--- config.mk ---
export PLATFORM = sky130hd
export DESIGN_NAME = n2a_cmp_sub
export DESIGN_NICKNAME = d
export VERILOG_FILES = /design/src/hw/rtl/n2a_pkg.sv /design/src/hw/rtl/n2a_cmp_sub.sv
export SDC_FILE = /design/constraint.sdc
export NUM_CORES = 1
export LEC_CHECK = 0
export BUFFER_PORTS_ARGS = -buffer_cell sky130_fd_sc_hd__buf_2
export CORE_AREA = 4 4 85 87
export DETAILED_ROUTE_END_ITERATION = 10
export DIE_AREA = 0 0 89 91
export GPL_TIMING_DRIVEN = 0
export PLACE_DENSITY = 0.66
export SYNTH_ARGS = -nofsm -noshare
export SYNTH_HDL_FRONTEND = slang
export SYNTH_SLANG_ARGS = --single-unit
--- constraint.sdc ---
create_clock -name vclk -period 5.6
set_input_delay 1.4 -clock vclk [all_inputs]
set_output_delay 1.4 -clock vclk [all_outputs]
set_load 0.05 [all_outputs]
--- src/hw/rtl/n2a_pkg.sv ---
package n2a_pkg;

  localparam int unsigned ReqTypeW = 2;
  localparam int unsigned NumW     = 32;
  localparam int unsigned CharW    = 7;
  localparam int unsigned PosW     = 4;
  localparam int unsigned StepW    = 2;
  localparam int unsigned DigitW   = 4;
  localparam int unsigned CntW     = 3;
  // wide enough for 8 * 10^9
  localparam int unsigned WeightW  = 33;

  localparam logic [ReqTypeW-1:0] ReqDec   = 2'd0;
  localparam logic [ReqTypeW-1:0] ReqHex8  = 2'd1;
  localparam logic [ReqTypeW-1:0] ReqHex16 = 2'd2;
  localparam logic [ReqTypeW-1:0] ReqHex32 = 2'd3;

  localparam logic [PosW-1:0]  PosTop   = 4'd9;
  localparam logic [StepW-1:0] StepLast = 2'd3;

  typedef struct packed {
    logic            take;
    logic [NumW-1:0] rest;
  } n2a_cmp_t;

  // 10^pos scaled by the binary weight 8, 4, 2, 1 of the step
  function automatic logic [WeightW-1:0] pow10_weight(input logic [PosW-1:0]  pos,
                                                      input logic [StepW-1:0] step);
    logic [WeightW-1:0] p;
    case (pos)
      4'd0:    p = 33'd1;
      4'd1:    p = 33'd10;
      4'd2:    p = 33'd100;
      4'd3:    p = 33'd1000;
      4'd4:    p = 33'd10000;
      4'd5:    p = 33'd100000;
      4'd6:    p = 33'd1000000;
      4'd7:    p = 33'd10000000;
      4'd8:    p = 33'd100000000;
      4'd9:    p = 33'd1000000000;
      default: p = '0;
    endcase
    return p << (StepLast - step);
  endfunction

  function automatic logic [CharW-1:0] glyph(input logic [DigitW-1:0] nib);
    if (nib < 4'd10) begin
      return 7'h30 + {3'b000, nib};
    end else begin
      return 7'h37 + {3'b000, nib};
    end
  endfunction

endpackage

--- src/hw/rtl/n2a_cmp_sub.sv ---
module n2a_cmp_sub import n2a_pkg::*; (
  input  logic [NumW-1:0]  val_i,
  input  logic [PosW-1:0]  pos_i,
  input  logic [StepW-1:0] step_i,
  output n2a_cmp_t         cmp_o
);

  logic [WeightW-1:0] weight;

  always_comb begin
    weight     = pow10_weight(pos_i, step_i);
    cmp_o.take = {{(WeightW-NumW){1'b0}}, val_i} >= weight;
    cmp_o.rest = val_i - weight[NumW-1:0];
  end

endmodule
After elaboration in Yosys (flattened, before gate mapping)
Memory sizes are Yosys's and may differ from the RTL's.
Index checks and enable logic that the tools add are counted.
- memories: 1
- logic and storage cells: 5
- register bits after elaboration: 0
- memory bits (read-only): 480
- output and inout bits: 33
- memories (memory ; words ; width ; rd ports ; clocked after Yosys merged registers in ; write ports ; line ; source):
    (name not given) ; 16 ; 30 ; 1 ; 0 ; 0 ; n2a_pkg.sv:30 ; case (pos)
- magnitude comparators: 1
- shifts and indexed selects: 1
- add/subtract/negate cells: 2
- operator list (operator ; count):
    $ge 32x33->1 ; 1
    $shl 33x2->33 ; 1
    $sub 32x32->32 ; 1
    $sub 2x2->2 const A ; 1

Longest topological paths before layout
- depth in word-level cells: 3
- depth in mapped cells: 18
- depth with buffers taken out: 16

Worst setup path before layout
No wires, ideal clock.
- path kind: input to output
- start: input port pos_i[2]
- end: output port cmp_o[32] in the netlist's numbering
- required time: 4.200 ns
- path slack: -0.816 ns
- arrival: 5.016 ns
- stages: 13
- path through: clkbuf_1 > inv_1 > nor2_1 > a21oi_1 > mux4_2 > ha_1 > nand2_1 > nor2_1 > nand3_1 > nor2_1 > nand3_1 > or4_1 > a31oi_1
- RTL lines (element ; line ; source):
    start, declared ; n2a_cmp_sub.sv:3 ; input logic [PosW-1:0] pos_i,
    end, declared ; n2a_cmp_sub.sv:5 ; output n2a_cmp_t cmp_o

==> results_dict.tcl <==
set metrics [dict create \
    fin_crit_sh_pct 108.2 \
    seq_area_um2 0 \
    max_freq_mhz 165.0 \
    drt-total-wl_um 10060 \
    num_rows 29 \
    place_hpwl_um 7052 \
    ctsHoldBuffers 0 \
    gp_congestion 0.9402 \
    path_delay_family "compound AO/OA/AOI/OAI gates" \
    ys_seq_area_share_pct 0 \
    diodes 0 \
    first_global_vias 3295 \
    fp.dieH_um 91 \
    yosysTopAreaCell "ha_1" \
    violations "negative setup slack" \
    grt_usage_pct 23.21 \
    yosysUniqueCellTypes 54 \
    grt_overflow 0 \
    drtPass1Iterations 5 \
    max_stage_delay_ns 0.35 \
    drive_above_1_share_pct 50.68 \
    syn-instance-count 393 \
    p_per_area_nw_per_um2 196.0 \
    worstMarginPinSlew_ns 0.6903 \
    path_max_fanout 5 \
    status "complete, but fails checks" \
    wire_per_inst_um 16.93 \
    cp_cell_sequence "buf_12, clkinvlp_4, buf_4, o21ai_1, a22oi_2, nor3_2, a31oi_2, ha_1, buf_4, o211ai_1, nor2_1, o31a_4, o21ai_4, o311a_4, o31a_1, o31ai_4, xor2_4, buf_6" \
    utilization_pct 69.18 \
    worstSetupPathDepth 18 \
    fin_area_um2 4393 \
    whs_path_depth 4 \
    setup.worst_path.end_class "primary output" \
    ys_top_cells_by_count "45 x a21oi_1, 43 x nor2_1, 41 x nand2_1" \
    grt_max_degree 11 \
    clkbuf_count 0 \
    crit_buf_inv 5 \
    required_ns 4.20 \
    rsz0062_at_grt "yes" \
    report.final.setup_viol 18 \
    initial_core_util_pct 40.63 \
    design.die.area_um2 8099 \
    ios 71 \
    sequential_cell_total 0 \
    setup_slack_ns -0.4599 \
    avgSynthCellArea_um2 6.565 \
    synth_fp_nets 469 \
    core_um2 6350 \
    syn2layout_area_growth_pct 70.27 \
    antenna_found_initial 0 \
    synth_area_um2 2580 \
    fp.dieW_um 89 \
    grt_pass1_wl_um 15630 \
    maxSlewHeadroom_pct 53.50 \
    slowest_stage "ha_1" \
    post_dp_cell_area_um2 3277 \
    path_common_cell "buf_4" \
    hold_path_class "input pin to primary output" \
    drc_errors 0 \
    num_vias 3530 \
    power.leakage_nw 1.869 \
    critPathKind "input pin to primary output" \
    portBuffers 68 \
    synth_top_area_share_pct 17.94 \
    fin_crit_ns 6.060 \
    cap_violations 0 \
    synth_area_leaders "ha_1 18%, a21oi_1 8.7%, xnor2_1 7.5%, o21ai_0 6.6%, nor2_1 6.3%" \
    drtIter0Drc 224 \
    ant_nets 0 \
    hold_violations 0 \
    nets 595 \
    ir_worst_vdd_mv 0.1938 \
    startpoint_type "input pin" \
    via_per_inst 5.943 \
    worstPathArrival_ns 4.66 \
    yosysWarnings 0 \
    drv_slew 0 \
    synth_most_common_cell "a21oi_1" \
]
## layout by cell type, fill, tap and decap left out, types with 10 or more instances in the layout
cell	n
a21oi_1	28
inv_1	11
buf_4	63
xnor2_2	10
buf_6	25
a21oi_2	13
a21o_1	13
buf_2	44
xnor2_1	10
nand2_1	35
o21ai_0	16
o21ai_1	12
ha_1	19
nor2_1	34
ha_2	11
## final cells by class
class / instances / area [um2]
multi-input combinational: 354 / 3126
fill: 501 / 1957
timing repair buffer: 131 / 992.2
buffer: 16 / 101.3
tap: 77 / 96.34
inverter: 16 / 77.57
## metal layers
metal / vias to the layer above / part of all wire [%] / track usage (%)
li1: 1692 / - / -
met1: 1674 / 44 / 33.28
met2: 144 / 49 / 38.99
met3: 20 / 5.6 / 0.9955
met4: 0 / 1.4 / 3.598
met5: - / 0 / 0
## final timing paths
| path | from | end | slack [ns] |
|---|---|---|---|
| min | val_i[31] | cmp_o[31] | 3.32 |
| max | pos_i[1] | cmp_o[29] | -0.46 |
## stage by stage
| step | hold slack (ns) | power [mW] | setup slack (ns) | instances | TNS, ns |
|---|---|---|---|---|---|
| 6_report | 3.323 | 0.8608 | -0.4599 | 594 | -4.747 |
| 3_5_place_dp | 3.327 | 0.6522 | -1.028 | 538 | -13.53 |
| 2_1_floorplan | 3.149 | 0.5212 | -0.2108 | 393 | -0.8701 |
| 5_1_grt | 3.336 | 0.9087 | -0.5589 | 594 | -6.862 |
| 3_3_place_gp | 3.322 | 0.6482 | -1.059 | 538 | -13.34 |
| 4_1_cts | 3.301 | 0.7921 | -0.4486 | 577 | -3.618 |
## worst min-delay path, stage by stage
cell and delay (ns):
buf_2 0.09, ha_1 0.18, xnor2_2 0.09, buf_6 0.15
## power breakdown
| group | internal, mW | total [mW] | leakage (nW) | switching, mW |
|---|---|---|---|---|
| Combinational | 0.338 | 0.861 | 1.87 | 0.523 |
| Clock | 0 | 0 | 0 | 0 |
| Sequential | 0 | 0 | 0 | 0 |
| Total | 0.338 | 0.861 | 1.87 | 0.523 |
## what timing repair did
action	in CTS	in global routing
endpoints found under the setup margin	24	21
resized for setup	129	60
pin swaps	54	32
buffers inserted	47	18
## cells by family after synthesis
group | share of synthesized area (%)
xor+xnor | 10.52
compound gates | 36.28
buf+inv | 5.965
fa+ha+maj | 18.72
simple gates | 21.68
mux | 6.838
Note: power is estimated with default switching activity, not from simulation.
